<file path="config.mk">
export PLATFORM = sky130hd
export DESIGN_NAME = tnsns_dist
export DESIGN_NICKNAME = d
export VERILOG_FILES = /design/src/sv/tnsns_pkg.sv /design/src/sv/tnsns_dist.sv
export SDC_FILE = /design/constraint.sdc
export NUM_CORES = 1
export LEC_CHECK = 0
export ABC_AREA = 1
export BUFFER_PORTS_ARGS = -buffer_cell sky130_fd_sc_hd__buf_2
export CAP_MARGIN = 0
export CORE_AREA = 2 2 216 240
export CTS_BUF_LIST = sky130_fd_sc_hd__clkbuf_8
export DETAILED_ROUTE_END_ITERATION = 6
export DIE_AREA = 0 0 218 242
export PLACE_DENSITY = 0.59
export REMOVE_ABC_BUFFERS = 1
export SLEW_MARGIN = 10
export SYNTH_ARGS = -nofsm -noshare
export SYNTH_HDL_FRONTEND = slang
export SYNTH_SLANG_ARGS = --single-unit
export TNS_END_PERCENT = 5
</file>
<file path="constraint.sdc">
create_clock -name clk -period 14.55 [get_ports clk]
set_input_delay 2.91 -clock clk [delete_from_list [all_inputs] [get_ports clk]]
set_output_delay 2.91 -clock clk [all_outputs]
set_load 0.01 [all_outputs]
</file>
<file path="src/sv/tnsns_pkg.sv">
// Shared types and constants for the tree node store with nearest search.
// Holds the request and result payloads, operation and status codes, and sizes.
// No dependencies.
package tnsns_pkg;

	// Table size and the widths that follow from it.
	localparam int MAX_NODES = 1024;
	localparam int IDX_W     = $clog2(MAX_NODES);
	localparam int CNT_W     = IDX_W + 1;

	// Coordinate, cost and distance widths.
	localparam int COORD_W = 16;
	localparam int COST_W  = 32;
	localparam int DIST_W  = 33;
	localparam int THR_W   = 15;

	// Parent code stored for the root.
	localparam logic [CNT_W-1:0] NO_PARENT = '1;

	// Configuration port sizes.
	localparam int CFG_IDX_W  = 3;
	localparam int CFG_DATA_W = 16;

	// Configuration register indexes.
	localparam logic [CFG_IDX_W-1:0] REG_START_X   = 3'd0;
	localparam logic [CFG_IDX_W-1:0] REG_START_Y   = 3'd1;
	localparam logic [CFG_IDX_W-1:0] REG_GOAL_X    = 3'd2;
	localparam logic [CFG_IDX_W-1:0] REG_GOAL_Y    = 3'd3;
	localparam logic [CFG_IDX_W-1:0] REG_REACH_THR = 3'd4;

	typedef enum logic [1:0] {
		OP_NEAREST = 2'd0,
		OP_ADD     = 2'd1,
		OP_RELINK  = 2'd2,
		OP_RESTART = 2'd3
	} tnsns_op_t;

	typedef enum logic [1:0] {
		STS_OK        = 2'd0,
		STS_FULL      = 2'd1,
		STS_BAD_INDEX = 2'd2,
		STS_EMPTY     = 2'd3
	} tnsns_status_t;

	// Request payload.
	typedef struct packed {
		tnsns_op_t                 op;
		logic signed [COORD_W-1:0] point_x;
		logic signed [COORD_W-1:0] point_y;
		logic [9:0]                node_index;
		logic [9:0]                parent_index;
		logic [COST_W-1:0]         path_cost;
	} tnsns_req_t;

	// Result payload.
	typedef struct packed {
		tnsns_status_t     status;
		logic [9:0]        found_index;
		logic [DIST_W-1:0] squared_distance;
		logic              goal_reached;
	} tnsns_rsp_t;

	// Write request into the node memories.
	typedef struct packed {
		logic                      pos_we;
		logic                      link_we;
		logic [IDX_W-1:0]          addr;
		logic signed [COORD_W-1:0] x;
		logic signed [COORD_W-1:0] y;
		logic [CNT_W-1:0]          parent;
		logic [COST_W-1:0]         cost;
	} tnsns_wr_t;

	// Request into the distance pipeline.
	typedef struct packed {
		logic                      valid;
		logic                      goal;
		logic                      last;
		logic [IDX_W-1:0]          idx;
		logic signed [COORD_W-1:0] ax;
		logic signed [COORD_W-1:0] ay;
		logic signed [COORD_W-1:0] bx;
		logic signed [COORD_W-1:0] by;
	} tnsns_dreq_t;

	// Result out of the distance pipeline.
	typedef struct packed {
		logic              valid;
		logic              goal;
		logic              last;
		logic [IDX_W-1:0]  idx;
		logic [DIST_W-1:0] sq_dist;
	} tnsns_drsp_t;

endpackage

</file>
<file path="src/sv/tnsns_dist.sv">
// Three-stage squared Euclidean distance pipeline with a pass-through tag.
// Stage 1 absolute differences, stage 2 squares, stage 3 sum. Uses tnsns_pkg.
module tnsns_dist import tnsns_pkg::*; (
	input  logic        clk,
	input  logic        arst_n,
	input  tnsns_dreq_t dreq,
	output tnsns_drsp_t drsp
);

	logic signed [COORD_W:0] dx, dy;
	logic [COORD_W:0]        adx, ady;

	logic                    valid_s1, valid_s2, valid_s3;
	logic                    goal_s1, goal_s2, goal_s3;
	logic                    last_s1, last_s2, last_s3;
	logic [IDX_W-1:0]        idx_s1, idx_s2, idx_s3;
	logic [COORD_W-1:0]      adx_s1, ady_s1;
	logic [2*COORD_W-1:0]    sqx_s2, sqy_s2;
	logic [DIST_W-1:0]       dist_s3;

	// Differences on one extra bit; the magnitude always fits in 16 bits.
	always_comb begin
		dx  = {dreq.ax[COORD_W-1], dreq.ax} - {dreq.bx[COORD_W-1], dreq.bx};
		dy  = {dreq.ay[COORD_W-1], dreq.ay} - {dreq.by[COORD_W-1], dreq.by};
		adx = dx[COORD_W] ? (COORD_W+1)'(-dx) : dx;
		ady = dy[COORD_W] ? (COORD_W+1)'(-dy) : dy;
	end

	// Valid bits of the stages.
	always_ff @(posedge clk or negedge arst_n) begin
		if (!arst_n) begin
			valid_s1 <= 1'b0;
			valid_s2 <= 1'b0;
			valid_s3 <= 1'b0;
		end else begin
			valid_s1 <= dreq.valid;
			valid_s2 <= valid_s1;
			valid_s3 <= valid_s2;
		end
	end

	// Data path of the stages.
	always_ff @(posedge clk) begin
		goal_s1 <= dreq.goal;
		last_s1 <= dreq.last;
		idx_s1  <= dreq.idx;
		adx_s1  <= adx[COORD_W-1:0];
		ady_s1  <= ady[COORD_W-1:0];

		goal_s2 <= goal_s1;
		last_s2 <= last_s1;
		idx_s2  <= idx_s1;
		sqx_s2  <= adx_s1 * adx_s1;
		sqy_s2  <= ady_s1 * ady_s1;

		goal_s3 <= goal_s2;
		last_s3 <= last_s2;
		idx_s3  <= idx_s2;
		dist_s3 <= {1'b0, sqx_s2} + {1'b0, sqy_s2};
	end

	assign drsp.valid   = valid_s3;
	assign drsp.goal    = goal_s3;
	assign drsp.last    = last_s3;
	assign drsp.idx     = idx_s3;
	assign drsp.sq_dist = dist_s3;

endmodule

</file>
* After elaboration in Yosys (flattened, before gate mapping)
Cells that the tools add are included.
** Operators by class
- $mul :: 2
- Mux-type cells :: 2
- Add/sub/neg operators :: 5
** Operators with widths (count)
- multiplier 16 x 16 -> 32 bit :: 2
- subtractor 16 x 16 -> 17 bit :: 2
- adder 32 x 32 -> 33 bit :: 1
- 2-to-1 mux 16 bit :: 2
- negation 16 bit :: 2
** Storage, ports and cells
- Output and inout bits :: 46
- Register bits after elaboration :: 168
- Word-level logic and storage cells :: 26
- Bits of input ports :: 79

* Longest topological paths before layout
Gate-level depths: netlist of run 1.
- Word-level depth :: 3
- Depth in mapped cells :: 27
- Depth with buffers taken out :: 25

* Least setup slack after synthesis of run 1
No wires, ideal clock.
- Path type :: register -> register
- Start :: register ady_s1[11]
- End :: register sqy_s2[28]
- Clock period less this slack :: 5.307 ns
- Arrival :: 5.235 ns
- Path slack :: 9.243 ns
- Stages on the path, launching flop included :: 20
- Data required time :: 14.478 ns
- Buffers on the path :: 2
- Library setup time :: 0.072 ns
- Cells stage by stage :: dfxtp_1 > clkbuf_1 > clkbuf_1 > nand2_1 > fa_1 > fa_1 > inv_1 > fa_1 > fa_1 > fa_1 > inv_1 > fa_1 > inv_1 > ha_1 > nand2_1 > o21ai_0 > a21oi_1 > or2_2 > nand3_1 > xor2_1
** Between the ends
- Word-level cells in the longest chain between the ends :: 1
** RTL lines
- from (decl) :: RTL line tnsns_dist.sv:17 : logic [COORD_W-1:0] adx_s1, ady_s1;
- from (signal assigned) :: RTL line tnsns_dist.sv:48 : ady_s1 <= ady[COORD_W-1:0];
- multiplier 16 x 16 -> 32 bit :: RTL line tnsns_dist.sv:54 : sqy_s2 <= ady_s1 * ady_s1;
- to (signal assigned) :: RTL line tnsns_dist.sv:54
- to (decl) :: RTL line tnsns_dist.sv:18 : logic [2*COORD_W-1:0] sqx_s2, sqy_s2;
Every way passes these cells.

* Final worst setup path of run 1
- Start :: register adx_s1[2]
- End :: register sqx_s2[17]
** Between the ends
- Word-level cells in the longest chain between the ends :: 1
** RTL lines
- from (decl) :: RTL line tnsns_dist.sv:17
- from (signal assigned) :: RTL line tnsns_dist.sv:47 : adx_s1 <= adx[COORD_W-1:0];
- multiplier 16 x 16 -> 32 bit :: RTL line tnsns_dist.sv:53 : sqx_s2 <= adx_s1 * adx_s1;
- to (signal assigned) :: RTL line tnsns_dist.sv:53
- to (decl) :: RTL line tnsns_dist.sv:18
Every way passes these cells.

==> out/qor_table.md, run 1 <==
| Step | Quantity | Reported |
|---|---|---|
| floorplanning | Number of standard-cell rows in the floorplan | 87 |
| sta | Post-route clock skew | 0.0278 ns |
| global routing | Antenna violations before repair | 0 |
| yosys | Synthesized instance count | 2,958 |
| routing | Met2 layer wire length in the routed design | 26.0 mm |
| cts | Resized Gates After CTS | 0 |
| cts | CTS HTree Levels | 4 |
| outcome | Status | finished clean |
| cells and area | Net count of the finished layout | 3,705 |
| setup path | Launching point of the worst reg2reg path | adx_s1[2] |
| cts | Inserted Clock Buffers | 17 |
| setup path | Critical Path AT | 6.37 ns |
| routing | Met3 WL post-DR | 2.28 mm |
| routing | Remaining antenna violation count after routing | 0 |
| sta | Fmax | 0.168 GHz |
| setup path | CP Capture Type | register |
| yosys | Number of warnings printed during yosys synthesis | 0 |
| cells and area | Filler cell count | 5,062 |
| routing | Via Count | 17,855 |
| cts | Number of clock sinks | 166 |
| cts | Count of hold-fix buffers inserted at cts | 0 |
| global routing | Residual overflow from global routing | 0 |
| routing | Highest routed metal layer | met4 |
| sta | Min Tclk post-route | 5.96 ns |
| cts | Clock-pin slew of the registers on the worst-case setup and hold paths | 0.12 ns |
| setup path | Type of the worst setup path | reg -> reg |
| sta | Post-route fraction of the period consumed by the critical path | 40.9% |
| sta | Max Slew Vio Count | 0 |
| routing | Average vias per placed instance | 4.81 |
| placed design | Placed Instance Area | 24,100 um2 |
| cts | TritonCTS clock tree | built |
| routing | Total Wirelength | 53.7 mm |
| routing | DRC violation count after routing | 0 |
| routing | M1 WL | 24.0 mm |
| cts | Root Driver | clkbuf_8 |
| yosys | Leading cell types by total area after synthesis | fa_1 (29%), ha_1 (14%), dfxtp_1 (14%) |
| global routing | Vias in the first global route | 19,053 |
| cells and area | Total area of multi-input combinational cells | 16,400 um2 |
| cells and area | Non-filler instance count after layout | 3,714 |
| setup path | Register-to-Register Path Depth | 16 |
| min path | Endpoint of the worst hold-timing path | idx_s3[3] |
| sta | Max-slew headroom at the worst pin | 44.3% |
| routing | Detailed-router iteration count before antenna repair | 5 |
| sta | Transition at the pin with the smallest max-transition slack | 0.835 ns |
| routing | DRT iter0 DRCs | 835 |
| setup path | Required time at the worst-slack endpoint | 14.96 ns |
| placed design | Final RePlAce weighted congestion | 0.870 |
| yosys | Synth top area share | 28.5% |
| floorplanning | Count of pins on the block boundary | 125 |
| sta | Final setup vio count | 0 |
| cts | Post-CTS Setup Inserts | 0 |
| global routing | GRT Util Overall | 21.4% |
| sta | Final TNS setup | 0 ns |
| min path | Hold/Removal Path Class | reg -> reg |
| sta | Unrepaired setup endpoints after global routing | no |
| min path | Number of stages on the worst hold path | 0 |
| setup path | Top fanout value on the critical path | 17 |
| placed design | HPWL after detailed placement | 46.8 mm |
| floorplanning | Initial core utilization | 45.3% |
| placed design | Placed insts | 3,683 |
| global routing | Wire length of the first global-routing pass | 91.6 mm |
| setup path | Capture point of the worst reg-to-reg path | sqx_s2[17] |
| yosys | Unique masters post-synth | 39 |
| floorplanning | Die area | 52,800 um2 |
| cells and area | Post-route design area | 24,500 um2 |
| floorplanning | Y dimension of the die | 242 um |
| cells and area | Area taken by flip-flops and latches | 3340 um2 |
| cells and area | Utilization after layout | 48.5% |
| placed design | Number of buffers inserted by port buffering | 124 |
| flow run | Max-cap violation count | 0 |
| cts | Maximum count of clock buffers along a single path | 2 |
| setup path | Reg-to-reg setup timing slack | 8.59 ns |
| cts | Clk Latency, worst-skew pair | 0.53 ns |
| yosys | Synthesized area per cell | 7.74 um2 |
| setup path | Worst setup SP type | register |
| yosys | Fraction of the yosys area taken by sequential cells | 14.6% |
| cells and area | Count of inserted antenna diode cells | 0 |
| min path | Hold Crit Start | idx_s2[3] |
| floorplanning | Core area | 50,500 um2 |
| yosys | Cell taking the most area after synthesis | fa_1 |
| yosys | Post-synthesis instance area | 22,900 um2 |
| floorplanning | Die width | 218 um |
| routing | Post-detailed-route wirelength per cell | 14.4 um |
| cells and area | Fraction of layout cells with a size suffix above 1 | 6.47% |
| cells and area | Area growth, synth to finish | 7.02% |
| sta | Hold Violations, Final | 0 |
| yosys | Flop and latch count out of synthesis | 166 |
| global routing | Largest net degree at the start of global routing | 19 |
[placed cells by master, fill, tap and decap left out, types with 9 or more instances in the layout]
master	n
nand2_1	660
o21ai_1	9
buf_2	124
nor3_1	20
o21bai_1	10
xnor2_1	43
a21o_1	19
o21ai_0	54
a21oi_1	138
xor2_1	78
dfxtp_1	163
fa_1	326
inv_1	774
nor2_1	137
clkbuf_8	17
nand4_1	18
nand3_1	97
ha_1	265
nand2_2	14
[through the flow]
step	hold WS [ns]	setup WS, ns
after floorplan	0.310	9.44
after global placement	0.310	8.53
after detailed placement	0.312	8.54
after CTS	0.334	8.50
after global routing	0.339	8.23
final	0.332	8.59
[cell type report]
cell class	instances	share of cell area, %
multi-input cells	1951	66.8
flip-flops and latches	166	13.6
repair buffers	124	2.53
well taps	667	3.41
clock inverters	14	0.781
inverters	775	11.9
clock buffers	17	0.955
[Yosys cell counts]
cell and count:
nand3b_1 4, ha_1 265, o21ai_2 2, nor4_1 6, a211oi_1 1, o211ai_1 4, xnor2_1 43, o31ai_1 1
or2_2 5, and2_1 5, dfxtp_1 163, o21a_1 6, fa_1 326, nand2_2 14, nand3_1 97, clkbuf_1 61
nor2_2 8, o21ai_1 9, nand2_4 2, a31oi_1 5, buf_6 2, dfrtp_1 3, nor2_1 137, o2111ai_1 1
nor3_1 20, nand4_1 18, inv_1 774, buf_4 3, o31a_1 2, nand3_2 8, a31o_2 2, o21bai_1 10
nand2_1 660, inv_2 1, o21ai_0 54, a21o_1 19, xor2_1 78, a221oi_1 1, a21oi_1 138
[state kept, by name, indices dropped and copies added (netlist names), 10 cells and up]
| name | cells |
|---|---|
| adx_s1 | 16 |
| ady_s1 | 16 |
| dist_s3 | 33 |
| idx_s1 | 10 |
| idx_s2 | 10 |
| idx_s3 | 10 |
| sqx_s2 | 31 |
| sqy_s2 | 31 |
[per-layer routing]
layer | vias to the layer above | track usage [%]
met4 | 0 | 6.70
li1 | 8957 | -
met5 | - | 0
met2 | 321 | 37.2
met1 | 8511 | 27.8
met3 | 66 | 2.52
[cell families after synthesis]
family,Yosys count,share of synthesized area (%)
simple gates,984,17.7
xor+xnor,121,4.63
flops,166,14.6
buf+inv,841,13.9
fa+ha+maj,591,43.0
compound gates,255,6.18
[worst max-delay path, cell delays in order (launching register included)]
cell and delay [ns]:
dfxtp_1 0.86, nand2_1 0.27, fa_1 0.55, fa_1 0.55, inv_1 0.05, fa_1 0.50, fa_1 0.51, fa_1 0.49
inv_1 0.05, fa_1 0.47, inv_1 0.04, ha_1 0.35, nand2_1 0.17, nor4_1 0.45, nand2_1 0.09, nand3_1 0.15
xor2_1 0.28
[worst max-delay path by stage]
stage / slack (ns) / cells past startpoint / from / endpoint
5_1_grt: 8.23 / 18 / ady_s1[6] / sqy_s2[25]
3_3_place_gp: 8.53 / 17 / adx_s1[2] / sqx_s2[21]
2_1_floorplan: 9.44 / 24 / ady_s1[8] / sqy_s2[27]
4_1_cts: 8.50 / 19 / adx_s1[8] / sqx_s2[21]
6_report: 8.59 / 16 / adx_s1[2] / sqx_s2[17]
3_5_place_dp: 8.54 / 19 / adx_s1[8] / sqx_s2[21]
Power of run 1 is not shown: default switching activity piles up to over one toggle a cycle in this logic, so the estimate is an artifact.
==> run 2: changes to the inputs <==
--- a/config.mk
+++ b/config.mk
@@ -5,14 +5,14 @@
 export SDC_FILE = /design/constraint.sdc
 export NUM_CORES = 1
 export LEC_CHECK = 0
-export ABC_AREA = 1
+export ABC_AREA = 0
 export BUFFER_PORTS_ARGS = -buffer_cell sky130_fd_sc_hd__buf_2
 export CAP_MARGIN = 0
-export CORE_AREA = 2 2 216 240
+export CORE_AREA = 2 2 208 230
 export CTS_BUF_LIST = sky130_fd_sc_hd__clkbuf_8
 export DETAILED_ROUTE_END_ITERATION = 6
-export DIE_AREA = 0 0 218 242
-export PLACE_DENSITY = 0.59
+export DIE_AREA = 0 0 210 232
+export PLACE_DENSITY = 0.62
 export REMOVE_ABC_BUFFERS = 1
 export SLEW_MARGIN = 10
 export SYNTH_ARGS = -nofsm -noshare
==> constraint.sdc (replaced) <==
create_clock -name clk -period 5.2 [get_ports clk]
set_input_delay 1.04 -clock clk [delete_from_list [all_inputs] [get_ports clk]]
set_output_delay 1.04 -clock clk [all_outputs]
set_load 0.01 [all_outputs]
==> run 2 against run 1 <==
  * The flow now finishes with violations (setup timing)
  * Flip-flop and latch count did not move
  * Cell count fell by 11%
  * Highest routed layer unchanged
  * Clock skew fell by 0.011 ns
  * Non-clock buffer count is 309 higher
  * Hold slack got worse by 0.069 ns
  * Register-to-register slack got worse by 9.3 ns
  * First-iteration DRC count is 33% lower
  * Maximum frequency up 1.1%
  * Clock-buffer cell count did not move
  * Synthesized cell count shrank 22%
  * Setup slack worse by 9.3 ns
  * Core utilization up 6.8 points
==> out/qor_table.md, run 2 <==
| Step | Quantity | Reported | vs previous |
|---|---|---|---|
| cts | Maximum count of clock buffers along a single path | 2 | unchanged |
| cts | Clock-pin slew of the registers on the worst-case setup and hold paths | 0.10 ns | -0.02 ns |
| routing | Detailed-router iteration count before antenna repair | 5 | unchanged |
| floorplanning | Core area | 46,400 um2 | -8.1% |
| cells and area | Area taken by flip-flops and latches | 3400 um2 | +1.8% |
| yosys | Synthesized area per cell | 9.14 um2 | +18% |
| cells and area | Max reg flops | 33 | unchanged |
| yosys | Unique masters post-synth | 68 | +74% |
| yosys | Synthesized instance count | 2,312 | -22% |
| cts | Root Driver | clkbuf_8 |  |
| placed design | Placed insts | 3,280 | -11% |
| setup path | Critical Path AT | 6.32 ns | -0.05 ns |
| global routing | Antenna violations before repair | 0 | unchanged |
| global routing | Largest net degree at the start of global routing | 17 | -2 |
| routing | Remaining antenna violation count after routing | 0 | unchanged |
| setup path | CP Capture Type | register |  |
| cts | Number of clock sinks | 166 | unchanged |
| cells and area | Count of inserted antenna diode cells | 0 | unchanged |
| yosys | Synth top area share | 30.9% | +2.4 points |
| global routing | GRT Util Overall | 19.8% | -1.7 points |
| routing | DRT iter0 DRCs | 558 | -33% |
| flow run | Max-cap violation count | 0 | unchanged |
| setup path | Crit path top cell by count | fa_1 |  |
| sta | Unrepaired setup endpoints after global routing | yes |  |
| floorplanning | Die area | 48,700 um2 | -7.7% |
| outcome | Status | finished, violations left |  |
| min path | Hold/Removal Path Class | in -> async |  |
| floorplanning | Y dimension of the die | 232 um | -4.1% |
| sta | Min Tclk post-route | 5.89 ns | -0.0662 ns |
| routing | DRC violation count after routing | 0 | unchanged |
| yosys | Post-synth top cells | inv_1 (563), fa_1 (326), ha_1 (265), nand2_1 (185), dfxtp_1 (163) |  |
| sta | Post-route fraction of the period consumed by the critical path | 113% | +72 points |
| yosys | Number of warnings printed during yosys synthesis | 0 | unchanged |
| sta | Transition at the pin with the smallest max-transition slack | 0.623 ns | -0.212 ns |
| sta | Fmax | 0.170 GHz | +1.1% |
| outcome | Violated checks | setup timing |  |
| setup path | Worst setup SP type | register |  |
| placed design | Final RePlAce weighted congestion | 0.851 | -2.2% |
| cells and area | Commonest non-fill, non-tap cell in the layout | inv_1 |  |
| cells and area | Most used cells in the layout excluding fill and tap cells | inv_1 (550), fa_1 (323), buf_4 (293) |  |
| cts | Inserted Clock Buffers | 17 | unchanged |
| global routing | Wire length of the first global-routing pass | 78.1 mm | -15% |
| cells and area | Biggest regs | dist_s3: 33 flops, sqx_s2: 31 flops, sqy_s2: 31 flops |  |
| cts | CTS HTree Levels | 4 | unchanged |
| sta | Hold Violations, Final | 0 | unchanged |
| cells and area | Non-filler instance count after layout | 3,324 | -11% |
| sta | Final setup vio count | 27 | +27 |
| yosys | Share of flip-flops with an asynchronous set or reset | 1.81% | unchanged |
| cells and area | Register with the most flip-flops | dist_s3 |  |
| cells and area | Area growth, synth to finish | 21.4% |  |
| setup path | Slowest cell on crit path | fa_1 |  |
| cells and area | Net count of the finished layout | 3,386 | -8.6% |
| routing | Total Wirelength | 44.5 mm | -17% |
| routing | Via Count | 16,285 | -8.8% |
| yosys | Fraction of the yosys area taken by sequential cells | 15.8% | +1.2 points |
| setup path | Crit-path max cell delay | 0.57 ns | -0.29 ns |
| floorplanning | Count of pins on the block boundary | 125 | unchanged |
| yosys | Cell with the most instances after synthesis | inv_1 |  |
| yosys | Post-synthesis instance area | 21,100 um2 | -7.7% |
| setup path | Type of the worst setup path | reg -> reg |  |
| sta | Worst Slack Setup Final | -0.689 ns | -9.28 ns |
| global routing | Vias in the first global route | 17,270 | -9.4% |
| yosys | Post-synth top flop | dfxtp_1 |  |
| sta | Post-route clock skew | 0.0163 ns | -0.0115 ns |
| setup path | Required time at the worst-slack endpoint | 5.63 ns | -9.33 ns |
| sta | Max Slew Vio Count | 0 | unchanged |
| yosys | Cell taking the most area after synthesis | fa_1 |  |
| cells and area | Filler cell count | 4,137 | -18% |
| setup path | Reg-to-reg setup timing slack | -0.69 ns | -9.28 ns |
| floorplanning | Die width | 210 um | -3.7% |
| cells and area | Total area of multi-input combinational cells | 16,000 um2 | -2.3% |
| cts | Clk Latency, worst-skew pair | 0.55 ns | +0.02 ns |
| yosys | Count of flip-flops with a built-in enable after synthesis | 0 | unchanged |
| cells and area | Fraction of layout cells with a size suffix above 1 | 22.0% | +16 points |
| floorplanning | Number of standard-cell rows in the floorplan | 83 | -4.6% |
| routing | Average vias per placed instance | 4.90 | +1.9% |
| sta | Max-slew headroom at the worst pin | 58.3% | +14 points |
| setup path | Top fanout value on the critical path | 9 | -8 |
| yosys | Leading cell types by total area after synthesis | fa_1 (31%), ha_1 (16%), dfxtp_1 (15%) |  |
| cts | TritonCTS clock tree | built |  |
| yosys | Flop and latch count out of synthesis | 166 | unchanged |
| placed design | HPWL after detailed placement | 38.5 mm | -18% |
| placed design | Number of buffers inserted by port buffering | 124 | unchanged |
| routing | Post-detailed-route wirelength per cell | 13.4 um | -7.4% |
| global routing | Residual overflow from global routing | 0 | unchanged |
| setup path | Chain of cells forming the critical path | buf_6 > buf_4 > buf_4 > and2_1 > ha_1 > xnor2_2 > fa_1 > fa_1 > fa_1 > fa_1 > inv_1 > fa_1 > inv_1 > ha_1 > a211oi_1 > o211ai_1 > o21ai_2 > nor3_4 > o32ai_4 > buf_6 > buf_4 > o21bai_1 > xnor2_1 |  |
| floorplanning | Initial core utilization | 45.5% | +0.21 points |
[run 2: kinds of logic after synthesis]
group | Yosys count | synth area share (%)
buffers and inverters | 611 | 10.9
adder cells (fa/ha/maj) | 591 | 46.6
XOR/XNOR | 146 | 6.05
AO/OA/AOI/OAI | 311 | 9.58
multiplexers | 5 | 0.254
AND/OR/NAND/NOR | 482 | 10.8
flip-flops | 166 | 15.8
[run 2: path summary, 6_finish.rpt]
path	depth (start not counted)	startpoint	end
max	23	ady_s1[9]	sqy_s2[25]
min	1	arst_n	valid_s1
min in group clk	0	idx_s2[4]	idx_s3[4]
max reg2reg	23	ady_s1[9]	sqy_s2[25]
max in group asynchronous	1	arst_n	valid_s3
min reg2reg	0	idx_s2[4]	idx_s3[4]
[run 2: critical path: cells and delay by family, from the launching register on]
family / cells / cell delay [ns]
xor+xnor: 2 / 0.32
buf+inv: 7 / 0.77
simple gates: 2 / 0.24
compound gates: 5 / 1.06
flops: 1 / 0.34
fa+ha+maj: 7 / 3.05
[run 2: through the flow]
stage / instance area [um2] / utilization (%) / setup WS, ns / hold WS, ns / setup TNS [ns]
finish: 25700 / 55.3 / -0.689 / 0.262 / -10.59
global route: 25700 / 55.3 / -0.952 / 0.227 / -17.30
CTS: 25400 / 54.7 / -0.818 / 0.193 / -10.73
detailed placement: 24600 / 52.9 / -1.26 / 0.312 / -22.89
global placement: 24600 / 52.9 / -1.09 / 0.310 / -20.77
floorplan: 20900 / - / -0.868 / 0.310 / -10.84
[run 2: per-layer routing]
metal	vias to the layer above	GRT usage [%]	share of wire, %
li1	7985	-	-
met1	8075	25.3	45
met2	186	34.9	51
met3	39	2.70	2.6
met4	0	5.63	1.6
met5	-	0	0
[run 2: what timing repair did]
action	in CTS	in global routing
setup endpoints to repair	40	40
resized for setup	114	63
hold endpoints to repair	0	0
pin swaps	48	36
hold buffers	0	0
buffers inserted	11	1
[run 2: final cells by class]
type / instances / area share [%]
Inverter: 563 / 8.24
Multi-Input combinational cell: 1535 / 62.4
Tap cell: 595 / 2.90
Timing Repair Buffer: 433 / 11.8
Clock buffer: 17 / 0.912
Sequential cell: 166 / 13.2
Clock inverter: 15 / 0.566
Power of run 2 is left out for the same reason.
